### src/sbbq_pkg.sv
// ----------------------------------------------------------------------------
// sbbq_pkg
// Shared types and codes for the buffered spi byte queues: command codes,
// controller states and the control/status bundles between the controller
// and the datapath.
// ----------------------------------------------------------------------------
package sbbq_pkg;

  // command codes carried on the input tuser
  typedef enum logic [1:0] {
    CMD_XFER = 2'd0,  // transfer complete, byte is the received byte
    CMD_PUT  = 2'd1,  // put a byte to send
    CMD_GET  = 2'd2   // get a received byte
  } cmd_e;

  // controller states
  typedef enum logic [1:0] {
    ST_IDLE,
    ST_READ,
    ST_EXEC
  } state_e;

  // controller to datapath
  typedef struct packed {
    logic latch;  // capture the incoming request
    logic read;   // registered read of both queue heads
    logic exec;   // update queues and load the output register
  } ctrl_cmd_t;

  // datapath to controller
  typedef struct packed {
    logic out_stall;  // output register holds a result that is not taken
  } dp_stat_t;

endpackage

### src/sbbq_ctrl.sv
// ----------------------------------------------------------------------------
// sbbq_ctrl
// Request sequencer: accepts one request, steps it through the queue head
// read and the update, and waits while the output register is still full.
// ----------------------------------------------------------------------------
module sbbq_ctrl
  import sbbq_pkg::*;
(
  input  logic      clk_i,
  input  logic      rst_ni,
  input  logic      in_valid_i,
  output logic      in_ready_o,
  input  dp_stat_t  stat_i,
  output ctrl_cmd_t cmd_o
);

  state_e state_q, state_d;

  // state register
  always_ff @(posedge clk_i or negedge rst_ni) begin
    if (!rst_ni) begin
      state_q <= ST_IDLE;
    end else begin
      state_q <= state_d;
    end
  end

  // next state and commands
  always_comb begin
    state_d    = state_q;
    in_ready_o = 1'b0;
    cmd_o      = '0;
    case (state_q)
      ST_IDLE: begin
        in_ready_o = 1'b1;
        if (in_valid_i) begin
          cmd_o.latch = 1'b1;
          state_d     = ST_READ;
        end
      end
      ST_READ: begin
        cmd_o.read = 1'b1;
        state_d    = ST_EXEC;
      end
      ST_EXEC: begin
        if (!stat_i.out_stall) begin
          cmd_o.exec = 1'b1;
          state_d    = ST_IDLE;
        end
      end
      default: begin
        state_d = ST_IDLE;
      end
    endcase
  end

endmodule

### src/sbbq_dp.sv
// ----------------------------------------------------------------------------
// sbbq_dp
// Queue datapath: transmit and receive ring buffers with pointers and fill
// counts, the idle flag of the transmitter and the output register.
// ----------------------------------------------------------------------------
module sbbq_dp
  import sbbq_pkg::*;
#(
  parameter int TX_DEPTH = 16,
  parameter int RX_DEPTH = 16
) (
  input  logic       clk_i,
  input  logic       rst_ni,
  input  ctrl_cmd_t  cmd_i,
  output dp_stat_t   stat_o,
  input  logic [1:0] cmd_code_i,
  input  logic [7:0] byte_in_i,
  output logic       out_valid_o,
  input  logic       out_ready_i,
  output logic       tx_load_o,
  output logic [7:0] tx_byte_o,
  output logic       ok_o,
  output logic [7:0] rx_byte_o
);

  localparam int TxPw = (TX_DEPTH > 1) ? $clog2(TX_DEPTH) : 1;
  localparam int RxPw = (RX_DEPTH > 1) ? $clog2(RX_DEPTH) : 1;
  localparam int TxCw = $clog2(TX_DEPTH + 1);
  localparam int RxCw = $clog2(RX_DEPTH + 1);

  // storage
  logic [7:0] tx_mem [TX_DEPTH];
  logic [7:0] rx_mem [RX_DEPTH];

  // request registers
  logic [1:0] code_q;
  logic [7:0] byte_q;
  logic [7:0] tx_rdata_q, rx_rdata_q;

  // queue state
  logic [TxPw-1:0] tx_rd_ptr_q, tx_rd_ptr_d, tx_wr_ptr_q, tx_wr_ptr_d;
  logic [RxPw-1:0] rx_rd_ptr_q, rx_rd_ptr_d, rx_wr_ptr_q, rx_wr_ptr_d;
  logic [TxCw-1:0] tx_cnt_q, tx_cnt_d;
  logic [RxCw-1:0] rx_cnt_q, rx_cnt_d;
  logic            tx_idle_q, tx_idle_d;
  logic            tx_we, rx_we;

  // result
  logic       out_valid_q, out_valid_d;
  logic       load_d, ok_d;
  logic [7:0] txb_d, rxb_d;
  logic       load_q, ok_q;
  logic [7:0] txb_q, rxb_q;

  logic tx_empty, tx_full, rx_empty, rx_full;

  assign tx_empty = (tx_cnt_q == '0);
  assign tx_full  = (tx_cnt_q == TxCw'(TX_DEPTH));
  assign rx_empty = (rx_cnt_q == '0);
  assign rx_full  = (rx_cnt_q == RxCw'(RX_DEPTH));

  // request capture
  always_ff @(posedge clk_i) begin
    if (cmd_i.latch) begin
      code_q <= cmd_code_i;
      byte_q <= byte_in_i;
    end
  end

  // queue memories, registered head read
  always_ff @(posedge clk_i) begin
    if (cmd_i.read) begin
      tx_rdata_q <= tx_mem[tx_rd_ptr_q];
      rx_rdata_q <= rx_mem[rx_rd_ptr_q];
    end
    if (tx_we) begin
      tx_mem[tx_wr_ptr_q] <= byte_q;
    end
    if (rx_we) begin
      rx_mem[rx_wr_ptr_q] <= byte_q;
    end
  end

  // queue update and result
  always_comb begin
    tx_rd_ptr_d = tx_rd_ptr_q;
    tx_wr_ptr_d = tx_wr_ptr_q;
    rx_rd_ptr_d = rx_rd_ptr_q;
    rx_wr_ptr_d = rx_wr_ptr_q;
    tx_cnt_d    = tx_cnt_q;
    rx_cnt_d    = rx_cnt_q;
    tx_idle_d   = tx_idle_q;
    tx_we       = 1'b0;
    rx_we       = 1'b0;
    load_d      = 1'b0;
    ok_d        = 1'b0;
    txb_d       = '0;
    rxb_d       = '0;
    if (cmd_i.exec) begin
      case (code_q)
        CMD_XFER: begin
          // next byte to the shifter, or go idle
          if (!tx_empty) begin
            load_d      = 1'b1;
            txb_d       = tx_rdata_q;
            tx_rd_ptr_d = (tx_rd_ptr_q == TxPw'(TX_DEPTH - 1)) ? '0 : tx_rd_ptr_q + 1'b1;
            tx_cnt_d    = tx_cnt_q - 1'b1;
          end else begin
            tx_idle_d = 1'b1;
          end
          // keep the received byte unless full
          if (!rx_full) begin
            rx_we       = 1'b1;
            rx_wr_ptr_d = (rx_wr_ptr_q == RxPw'(RX_DEPTH - 1)) ? '0 : rx_wr_ptr_q + 1'b1;
            rx_cnt_d    = rx_cnt_q + 1'b1;
          end
        end
        CMD_PUT: begin
          if (!tx_full) begin
            ok_d = 1'b1;
            if (tx_idle_q) begin
              load_d    = 1'b1;
              txb_d     = byte_q;
              tx_idle_d = 1'b0;
            end else begin
              tx_we       = 1'b1;
              tx_wr_ptr_d = (tx_wr_ptr_q == TxPw'(TX_DEPTH - 1)) ? '0 : tx_wr_ptr_q + 1'b1;
              tx_cnt_d    = tx_cnt_q + 1'b1;
            end
          end
        end
        CMD_GET: begin
          if (!rx_empty) begin
            ok_d        = 1'b1;
            rxb_d       = rx_rdata_q;
            rx_rd_ptr_d = (rx_rd_ptr_q == RxPw'(RX_DEPTH - 1)) ? '0 : rx_rd_ptr_q + 1'b1;
            rx_cnt_d    = rx_cnt_q - 1'b1;
          end
        end
        default: begin
          // unused code leaves everything as is
        end
      endcase
    end
  end

  // output valid tracking
  always_comb begin
    out_valid_d = out_valid_q;
    if (cmd_i.exec) begin
      out_valid_d = 1'b1;
    end else if (out_ready_i) begin
      out_valid_d = 1'b0;
    end
  end

  // control state
  always_ff @(posedge clk_i or negedge rst_ni) begin
    if (!rst_ni) begin
      tx_rd_ptr_q <= '0;
      tx_wr_ptr_q <= '0;
      rx_rd_ptr_q <= '0;
      rx_wr_ptr_q <= '0;
      tx_cnt_q    <= '0;
      rx_cnt_q    <= '0;
      tx_idle_q   <= 1'b1;
      out_valid_q <= 1'b0;
    end else begin
      tx_rd_ptr_q <= tx_rd_ptr_d;
      tx_wr_ptr_q <= tx_wr_ptr_d;
      rx_rd_ptr_q <= rx_rd_ptr_d;
      rx_wr_ptr_q <= rx_wr_ptr_d;
      tx_cnt_q    <= tx_cnt_d;
      rx_cnt_q    <= rx_cnt_d;
      tx_idle_q   <= tx_idle_d;
      out_valid_q <= out_valid_d;
    end
  end

  // output payload register
  always_ff @(posedge clk_i) begin
    if (cmd_i.exec) begin
      load_q <= load_d;
      txb_q  <= txb_d;
      ok_q   <= ok_d;
      rxb_q  <= rxb_d;
    end
  end

  assign stat_o.out_stall = out_valid_q && !out_ready_i;
  assign out_valid_o      = out_valid_q;
  assign tx_load_o        = load_q;
  assign tx_byte_o        = txb_q;
  assign ok_o             = ok_q;
  assign rx_byte_o        = rxb_q;

endmodule

### src/spi_buffered_byte_queues.sv
// ----------------------------------------------------------------------------
// spi_buffered_byte_queues
// Transmit and receive byte queues in front of an spi shift register, driven
// by transfer complete, put and get requests, one result per request.
// ----------------------------------------------------------------------------
//
//  channel  dir  tdata                        tuser
//  s_axis   in   [7:0] byte_in                [1:0] cmd
//  m_axis   out  [7:0] tx_byte, [15:8] rx_byte [0] tx_load, [1] ok
//
//  a result goes through a registered read of both queue heads, then the
//  queue update that loads the output register; the sequencer takes the next
//  request only after that update is done.
//  a new request is accepted while an earlier result still waits on m_axis;
//  its update stalls until that result is taken, holding off the input.
//  rst_ni clears pointers, fill counts and output valid and sets the idle flag; no clearing pass.
//
module spi_buffered_byte_queues
  import sbbq_pkg::*;
#(
  parameter int TX_DEPTH = 16,
  parameter int RX_DEPTH = 16
) (
  input  logic        clk_i,
  input  logic        rst_ni,
  input  logic        s_axis_tvalid,
  output logic        s_axis_tready,
  input  logic [7:0]  s_axis_tdata,   // [7:0] byte_in
  input  logic [1:0]  s_axis_tuser,   // [1:0] cmd
  output logic        m_axis_tvalid,
  input  logic        m_axis_tready,
  output logic [15:0] m_axis_tdata,   // [7:0] tx_byte, [15:8] rx_byte
  output logic [1:0]  m_axis_tuser    // [0] tx_load, [1] ok
);

  ctrl_cmd_t  ctrl_cmd;
  dp_stat_t   dp_stat;
  logic       tx_load, ok;
  logic [7:0] tx_byte, rx_byte;

  // sequencer
  sbbq_ctrl u_ctrl (
    .clk_i      (clk_i),
    .rst_ni     (rst_ni),
    .in_valid_i (s_axis_tvalid),
    .in_ready_o (s_axis_tready),
    .stat_i     (dp_stat),
    .cmd_o      (ctrl_cmd)
  );

  // queues and output register
  sbbq_dp #(
    .TX_DEPTH (TX_DEPTH),
    .RX_DEPTH (RX_DEPTH)
  ) u_dp (
    .clk_i       (clk_i),
    .rst_ni      (rst_ni),
    .cmd_i       (ctrl_cmd),
    .stat_o      (dp_stat),
    .cmd_code_i  (s_axis_tuser),
    .byte_in_i   (s_axis_tdata),
    .out_valid_o (m_axis_tvalid),
    .out_ready_i (m_axis_tready),
    .tx_load_o   (tx_load),
    .tx_byte_o   (tx_byte),
    .ok_o        (ok),
    .rx_byte_o   (rx_byte)
  );

  assign m_axis_tdata = {rx_byte, tx_byte};
  assign m_axis_tuser = {ok, tx_load};

endmodule

### config.mk
export PLATFORM = sky130hd
export DESIGN_NAME = spi_buffered_byte_queues
export DESIGN_NICKNAME = d
export VERILOG_FILES = /design/src/sbbq_pkg.sv /design/src/sbbq_ctrl.sv /design/src/sbbq_dp.sv /design/src/spi_buffered_byte_queues.sv
export SDC_FILE = /design/constraint.sdc
export NUM_CORES = 1
export LEC_CHECK = 0
export BUFFER_PORTS_ARGS = -buffer_cell sky130_fd_sc_hd__buf_2
export CORE_MARGIN = 5
export CORE_UTILIZATION = 40
export CTS_BUF_LIST = sky130_fd_sc_hd__clkbuf_4 sky130_fd_sc_hd__clkbuf_8 sky130_fd_sc_hd__clkbuf_16
export CTS_CLUSTER_SIZE = 10
export DETAILED_ROUTE_END_ITERATION = 6
export GPL_ROUTABILITY_DRIVEN = 0
export GPL_TIMING_DRIVEN = 1
export PLACE_DENSITY_LB_ADDON = 0.05
export REMOVE_ABC_BUFFERS = 1
export SLEW_MARGIN = 20
export SYNTH_ARGS = -nofsm -noshare
export SYNTH_HDL_FRONTEND = slang
export SYNTH_SLANG_ARGS = --single-unit
export TNS_END_PERCENT = 5
### constraint.sdc
create_clock -name clk_i -period 7.3 [get_ports clk_i]
set_input_delay 0.73 -clock clk_i [delete_from_list [all_inputs] [get_ports clk_i]]
set_output_delay 0.73 -clock clk_i [all_outputs]
set_load 0.02 [all_outputs]
Word level (Yosys, flattened, before mapping). Memory sizes are Yosys's and may differ from the RTL's. A register that Yosys moved wholly into a read port is not among the register bits. Index checks and enable logic that the tools add are counted.

Logic and storage cells: 114. Register bits after elaboration: 58. Memories: 2. Bits of input ports: 14. Memory bits (writable): 256. Output and inout port bits: 20.

Memory list: u_dp.rx_mem (words 16, bits a word 8, read ports 1, clocked after Yosys merged registers in 1, wr ports 1, RTL line sbbq_dp.sv:33) `logic [7:0] rx_mem [RX_DEPTH];`; u_dp.tx_mem (words 16, bits a word 8, read ports 1, clocked after Yosys merged registers in 1, wr ports 1, RTL line sbbq_dp.sv:32) `logic [7:0] tx_mem [TX_DEPTH];`.

Multiplexer cells: 47. Equal/unequal tests: 18. Bitwise logic cells: 6. $add $sub $neg: 8. Reduce and logical (&&, ||, !) cells: 18.

Operators by type and width (number): 2-to-1 mux 1 bit (26); 2-to-1 mux 5 bit (5); 2-to-1 mux 8 bit (3); one-hot mux 5 bit (2 select lines) (2); adder 4 x 1 -> 4 bit (second input constant) (4); equality test 4 bit (second input constant) (4); 2-to-1 mux 4 bit (4); one-hot mux 8 bit (2 select lines) (1); != test 2 bit (second input constant) (7); AND reduction 4 bit (3); adder 5 x 1 -> 5 bit (second input constant) (2); equality test 5 bit (second input constant) (2); zero test 5 bit (2); subtractor 5 x 1 -> 5 bit (second input constant) (2); AND reduction 3 bit (3); inverter 1 bit (6); one-hot mux 1 bit (2 select lines) (3); one-hot mux 2 bit (3 select lines) (1); nonzero test 2 bit (3); AND reduction 5 bit (1); equality test 2 x 1 -> 1 bit (second input constant) (2); equality test 2 bit (second input constant) (2); zero test 2 bit (2); 2-to-1 mux 2 bit (2); other kinds (5) (5).

Logic depth before layout (Yosys ltp). Gate-level depths: netlist of the first run.

Depth in word-level cells: 7. Mapped depth: 10. Gate-level depth less buffers: 9.

Modules after synthesis. A second synthesis of the first run with hierarchy kept.

Cells, all modules: 715. Area, all modules: 13326.5 µm².

Modules (own cells, without submodules): sbbq_dp (cells each 704, sequential area each 9710.6 µm², times used 1, area an instance 13212.7 µm²); sbbq_ctrl (cells each 9, sequential area each 50.0 µm², times used 1, area an instance 98.8 µm²); spi_buffered_byte_queues (cells each 2, sequential area each 0.0 µm², times used 1, area an instance 15.0 µm²).

Worst setup path before layout of the first run. No wires, ideal clock.

Path type: input to register. Start point: input port m_axis_tready. End point: memory u_dp.rx_mem[3][0] (enable). Buffers on the path: 1. Library setup time: 0.395 ns. Required time: 6.905 ns. Setup slack: 4.752 ns. Stages on the path: 6. Arrival: 2.153 ns. Cells stage by stage: nand2b_1 -> nand2b_4 -> inv_2 -> o211ai_2 -> buf_4 -> nor4_1.

Word-level cells in the longest chain between the ends: 7.

Ends and longest elaborated chain: start: declaration (RTL line spi_buffered_byte_queues.sv:31) `input logic m_axis_tready,`; zero test 1 bit (RTL line sbbq_dp.sv:190) `assign stat_o.out_stall = out_valid_q && !out_ready_i;`; logical AND 1 bit (RTL line sbbq_dp.sv:190); 2-to-1 mux 1 bit (RTL line sbbq_ctrl.sv:46) `if (!stat_i.out_stall) begin`; 2-to-1 mux 1 bit (RTL line sbbq_ctrl.sv:33) `case (state_q)`; 2-to-1 mux 1 bit (RTL line sbbq_dp.sv:99) `if (cmd_i.exec) begin`; 2-to-1 mux 1 bit (RTL line sbbq_dp.sv:79) `if (rx_we) begin`; 2-to-1 mux 1 bit (not written as such) (RTL line sbbq_dp.sv:80) `rx_mem[rx_wr_ptr_q] <= byte_q;`; end: declaration (RTL line sbbq_dp.sv:33).

Every way passes these cells.

Final worst setup path of the first run.
Start point: register u_ctrl.state_q[0]. End point: memory u_dp.rx_mem[4][7] (enable).

Word-level cells in the longest chain between the ends: 5.

Ends and longest elaborated chain: start: declaration (RTL line sbbq_ctrl.sv:17) `state_e state_q, state_d;`; start signal: assignment (RTL line sbbq_ctrl.sv:24) `state_q <= state_d;`; equality test 2 bit (RTL line sbbq_ctrl.sv:33); 2-to-1 mux 1 bit (RTL line sbbq_ctrl.sv:33); 2-to-1 mux 1 bit (RTL line sbbq_dp.sv:99); 2-to-1 mux 1 bit (RTL line sbbq_dp.sv:79); 2-to-1 mux 1 bit (not written as such) (RTL line sbbq_dp.sv:80).

Every way passes these cells.

==> reports/metrics.csv, run 1 <==
metric,value,unit
setup_viol,0,
synth.avg_cell_area,18.2,um2
crit_required,7.48,ns
grt_first_pass_wirelength,45.4,mm
p_leak,5.16,nW
slew_headroom,28.4,%
antenna_found_initial,0,
vias,6747,
syn_area,13400,um2
hpwlAfterDp,19.1,mm
rsz0062_at_grt,false,
post-place-ws,3.86,ns
fillers,2852,
worst_ep_arrival_time,3.22,ns
synth_area_leaders,"edfxtp_1 67%, mux4_2 8.1%, dfrtp_1 5.4%, mux2i_1 2.5%, and2_1 1.9%",
period_needed,3.04,ns
timing.final.crit_share,41.7,%
syn_to_final_growth,14.5,%
nets,819,
drtIter0Drc,593,
numClockSinks,330,
die_area,37300,um2
port_buffers,33,
synth-seq-area-share,72.7,%
synth_common_cells,"300 x edfxtp_1, 48 x mux4_2, 41 x and2_1",
tightest_slew,1.07,ns
core,33400,um2
ir_worst_vdd,0.170,mV
htreeDepth,2,
final_max_slew_viol_count,0,
synth_top_area_share,67.1,%
drtPass1Iterations,5,
hold_class,in2async,
drtAntennaViolNets,0,
start_kind,flip-flop,
async_flop_share,9.09,%
fin_ws,4.26,ns
crit_fanout,28,
synth_cell_types,63,
synth_ff_type,edfxtp_1,
synth_cells,737,
fin_area,15400,um2
cts_setup_buffers,0,
path_clk_slew,0.05,ns
synth_edf_count,300,
outcome,"complete, no violations",
ys_ff_latch,330,
clock.fmax,0.329,GHz
initial_core_util,40.2,%
worst_skew_pair.late_latency,0.52,ns
gr-usage-all-layers,16.5,%
ioPinCount,34,
power.density,361,nW/um2
rows,67,
timing_worst_setup_path_type,reg2reg,
worst_clock_skew,0.0231,ns
grt_max_degree,54,
cts-buffers-inserted,40,
ff2ff_setup_slack,4.26,ns
cts_resized,0,
cp_slowest_stage_delay,0.61,ns
crit_slowest_cell,nor3b_1,
via_per_inst,5.33,
place_area,14000,um2
diodes,0,
finalHoldViolations,0,
die_w,193,um
clockRootBuffer,clkbuf_16,
ys_warn_count,0,
cts_tree,built,
cp_cell_sequence,"nand2b_1, nand2b_4, inv_2, o211ai_2, nor3b_1, and2_1",
die_y,193,um
drv_cap,0,
cts_hold_buf,0,
fin_setup_tns,0,ns
grt_pass1_vias,7053,
post-synth-top-count-cell,edfxtp_1,
whs,0.314,ns
drive_gt1_share,23.9,%
wl,30.2,mm
overflow,0,
synth_top_area_cell,edfxtp_1,
wl_per_cell,23.9,um
route.detailed.drc,0,
crit_path_end_kind,flip-flop,
cts_buffer_depth,3,
## state kept, by name, indices dropped and copies added (netlist names), 5 cells and up
name             flops
u_dp.rx_byte_o       8
u_dp.byte_q          8
u_dp.tx_byte_o       8
u_dp.tx_mem        128
u_dp.rx_mem        128
u_dp.rx_cnt_q        5
u_dp.tx_cnt_q        5
u_dp.rx_rdata_q      8
u_dp.tx_rdata_q      8
## cells in the final DEF (no fill, tap or decap), types with 2 or more instances in the layout
master / n
xor2_1: 6
mux4_2: 48
a22oi_1: 9
o31ai_1: 2
nor2_1: 7
clkbuf_4: 26
edfxtp_1: 300
nand2b_1: 2
a22o_1: 8
buf_2: 33
a21o_1: 3
dfrtp_1: 27
or4_4: 2
o21bai_1: 2
mux2i_1: 34
inv_1: 11
a31oi_1: 2
a211oi_1: 9
a21oi_1: 21
and2_1: 41
xnor2_1: 11
mux2_2: 9
nand3_1: 7
nor3b_1: 4
clkbuf_16: 42
mux2_1: 4
nand4_1: 2
buf_4: 14
nand4b_1: 3
a221oi_1: 8
nand3b_1: 2
nand2_1: 24
o21ai_0: 28
ha_1: 18
nor3_1: 2
clkbuf_8: 3
nor2b_1: 11
a311oi_1: 3
dfrtp_2: 2
## worst max-delay path: cells and delay by family (launching register included)
kind / cells / cell delay (ns)
buffers and inverters: 1 / 0.43
AOI/OAI and AO/OA: 1 / 0.44
and+or+nand+nor: 4 / 1.45
DFF: 1 / 0.39
## per-layer routing
layer	vias up	track usage, %	part of all wire [%]
li1	3036	-	-
met1	3480	25.3	49
met2	185	24.8	44
met3	46	2.79	5.4
met4	0	4.30	2.0
met5	-	0	0
## final cells by class
cell class                      count  area, um2  share of cell area, %
Multi-Input combinational cell    356       3410                   22.2
Inverter                           12       45.0                  0.293
Clock inverter                      3       25.0                  0.163
Sequential cell                   330       9760                   63.5
Tap cell                          448        561                   3.65
Clock buffer                       71       1290                   8.38
Timing Repair Buffer               47        270                   1.76
## cells by family (layout without fill, tap and decap cells)
group | count (synthesis) | in the layout | share of synthesized area, %
compound gates | 107 | 107 | 5.61
xor+xnor | 17 | 17 | 1.11
fa+ha+maj | 18 | 18 | 1.68
buf+inv | 51 | 133 | 1.90
flops | 330 | 330 | 72.7
mux | 96 | 96 | 11.8
simple gates | 118 | 118 | 5.20
## per-stage QoR
step	std cells	utilization (%)	power, mW
after global placement	1193	42.1	3.66
after detailed placement	1193	42.1	3.68
after global routing	1267	46.1	5.79
final	1267	46.1	5.54
after CTS	1267	46.0	5.60
after floorplan	698	-	3.25
## path summary, 6_finish.rpt
kind                                          from             endpoint  depth (start not counted)
worst max-delay path             u_ctrl.state_q[0]    u_dp.rx_mem[4][7]                          6
worst min-delay path                        rst_ni     u_dp.tx_cnt_q[0]                          1
worst max register to register   u_ctrl.state_q[0]    u_dp.rx_mem[4][7]                          6
worst min register to register  u_dp.rx_rdata_q[3]    u_dp.rx_byte_o[3]                          1
max in group asynchronous                   rst_ni  u_dp.tx_rd_ptr_q[0]                          1
min in group clk_i                 s_axis_tdata[0]       u_dp.byte_q[0]                          1
## power by group
part / internal, mW / switching [mW] / leakage [nW]
combinational: 0.511 / 0.693 / 1.40
clock: 1.19 / 0.712 / 0.671
sequential: 2.27 / 0.160 / 3.09
(Power assumes the default switching activity.)
==> inputs of run 2 (changes only) <==
- clock period: 7.3 -> 3.1 ns (I/O delays scaled with it)
==> run 2 against run 1 <==
Hold slack worse by 0.16 ns; clock skew decreased by 0.0015 ns; global-route usage grew 0.72 points; die area stayed put; via count increased by 2.2%; sequential power rose by 150%; critical path type unchanged; highest routed layer unchanged.
==> reports/metrics.csv, run 2 (synthesized netlist as in run 1, its figures left out) <==
metric,value,unit
hold_class,in2reg,
initial_core_util,40.2,%
wl,31.7,mm
die_y,193,um
worst_ep_arrival_time,2.81,ns
clock.fmax,0.380,GHz
drtIter0Drc,623,
gr-usage-all-layers,17.3,%
grt_first_pass_wirelength,47.3,mm
outcome,"complete, no violations",
crit_required,3.28,ns
fillers,2856,
tightest_slew,1.16,ns
grt_max_degree,31,
overflow,0,
p_leak,5.20,nW
drtPass1Iterations,5,
syn_to_final_growth,15.3,%
die_area,37300,um2
rsz0062_at_grt,false,
cts_resized,0,
worst_skew_pair.late_latency,0.53,ns
drive_gt1_share,23.6,%
core,33400,um2
cts-buffers-inserted,39,
ir_worst_vdd,0.328,mV
fin_setup_tns,0,ns
rows,67,
period_needed,2.63,ns
ioPinCount,34,
numClockSinks,330,
route.detailed.drc,0,
regArea,9760,um2
ff2ff_setup_slack,0.47,ns
die_w,193,um
final_common_cell,edfxtp_1,
timing.final.crit_share,85.0,%
worst_clock_skew,0.0216,ns
nets,839,
power.density,833,nW/um2
crit_path_end_kind,flip-flop,
htreeDepth,2,
timing_worst_setup_path_type,reg2reg,
vias,6896,
drtAntennaViolNets,0,
drv_cap,0,
final_cell_mix,"300 x edfxtp_1, 48 x mux4_2, 41 x and2_1",
reg_top3,"u_dp.rx_mem: 128 flops, u_dp.tx_mem: 128 flops",
crit_fanout,8,
start_kind,flip-flop,
cts_tree,built,
final_max_slew_viol_count,0,
whs,0.153,ns
clockRootBuffer,clkbuf_16,
power.total,12.9,mW
via_per_inst,5.39,
setup_viol,0,
cts_buffer_depth,3,
finalHoldViolations,0,
diodes,0,
multi_input_area,3410,um2
grt_pass1_vias,7096,
wl_per_cell,24.8,um
slew_headroom,22.8,%
hpwlAfterDp,20.9,mm
antenna_found_initial,1,
port_buffers,33,
path_clk_slew,0.05,ns
run 2: changes by cell type in the layout (fill, tap and decap cells not counted), moves of 2 or more:
| cell | change |
|---|---|
| clkbuf_16 | -2 |
| buf_4 | +6 |
| clkbuf_4 | -7 |
| dlygate4sd3_1 | +12 |
run 2: what timing repair did:
action,CTS,global route
hold buffers,12,0
hold endpoints to repair,40,0
setup buffers,0,0
run 2: area by class of cell:
type | instances | share of cell area (%)
Clock buffer | 61 | 7.56
Clock inverter | 4 | 0.218
Inverter | 12 | 0.291
Sequential cell | 330 | 63.1
Timing Repair Buffer | 68 | 3.22
Tap cell | 448 | 3.62
Multi-Input combinational cell | 356 | 22.0
run 2: critical path, cell delays in order, from the launching register on:
cell and delay, ns:
edfxtp_1 0.44, inv_1 0.13, ha_1 0.29, inv_1 0.17
nor4b_2 0.56, and3_1 0.33, and2_1 0.38
run 2: where the power goes:
group | total (mW) | switching, mW | leakage [nW] | internal, mW
Sequential | 5.97 | 0.629 | 3.09 | 5.34
Combinational | 2.67 | 1.41 | 1.51 | 1.26
Clock | 4.26 | 1.67 | 0.612 | 2.59
Total | 12.9 | 3.70 | 5.20 | 9.20
run 2: final timing paths:
path                                     from             endpoint  cells after the start
setup / recovery               u_dp.code_q[1]   u_dp.tx_mem[15][6]                      6
hold / removal                  m_axis_tready     u_dp.out_valid_o                      3
min in group asynchronous              rst_ni     u_dp.tx_cnt_q[3]                      2
max in group asynchronous              rst_ni  u_dp.tx_rd_ptr_q[0]                      2
setup reg to reg               u_dp.code_q[1]   u_dp.tx_mem[15][6]                      6
hold reg to reg            u_dp.rx_rdata_q[5]    u_dp.rx_byte_o[5]                      1
run 2: stage by stage:
stage,utilization (%),area [um2],instances,setup slack (ns)
after floorplan,-,13200,698,0.185
after global placement,42.3,14100,1200,0.577
after detailed placement,42.4,14200,1202,0.491
after CTS,46.4,15500,1279,0.477
after global routing,46.4,15500,1279,0.199
final,46.4,15500,1279,0.466
run 2: routing by layer:
layer | part of all wire [%] | wire [um] | GRT usage [%]
met5 | 0 | 0 | 0
met3 | 5.7 | 1790 | 3.19
met4 | 1.8 | 568 | 4.14
met2 | 45 | 14200 | 25.9
met1 | 48 | 15100 | 26.3
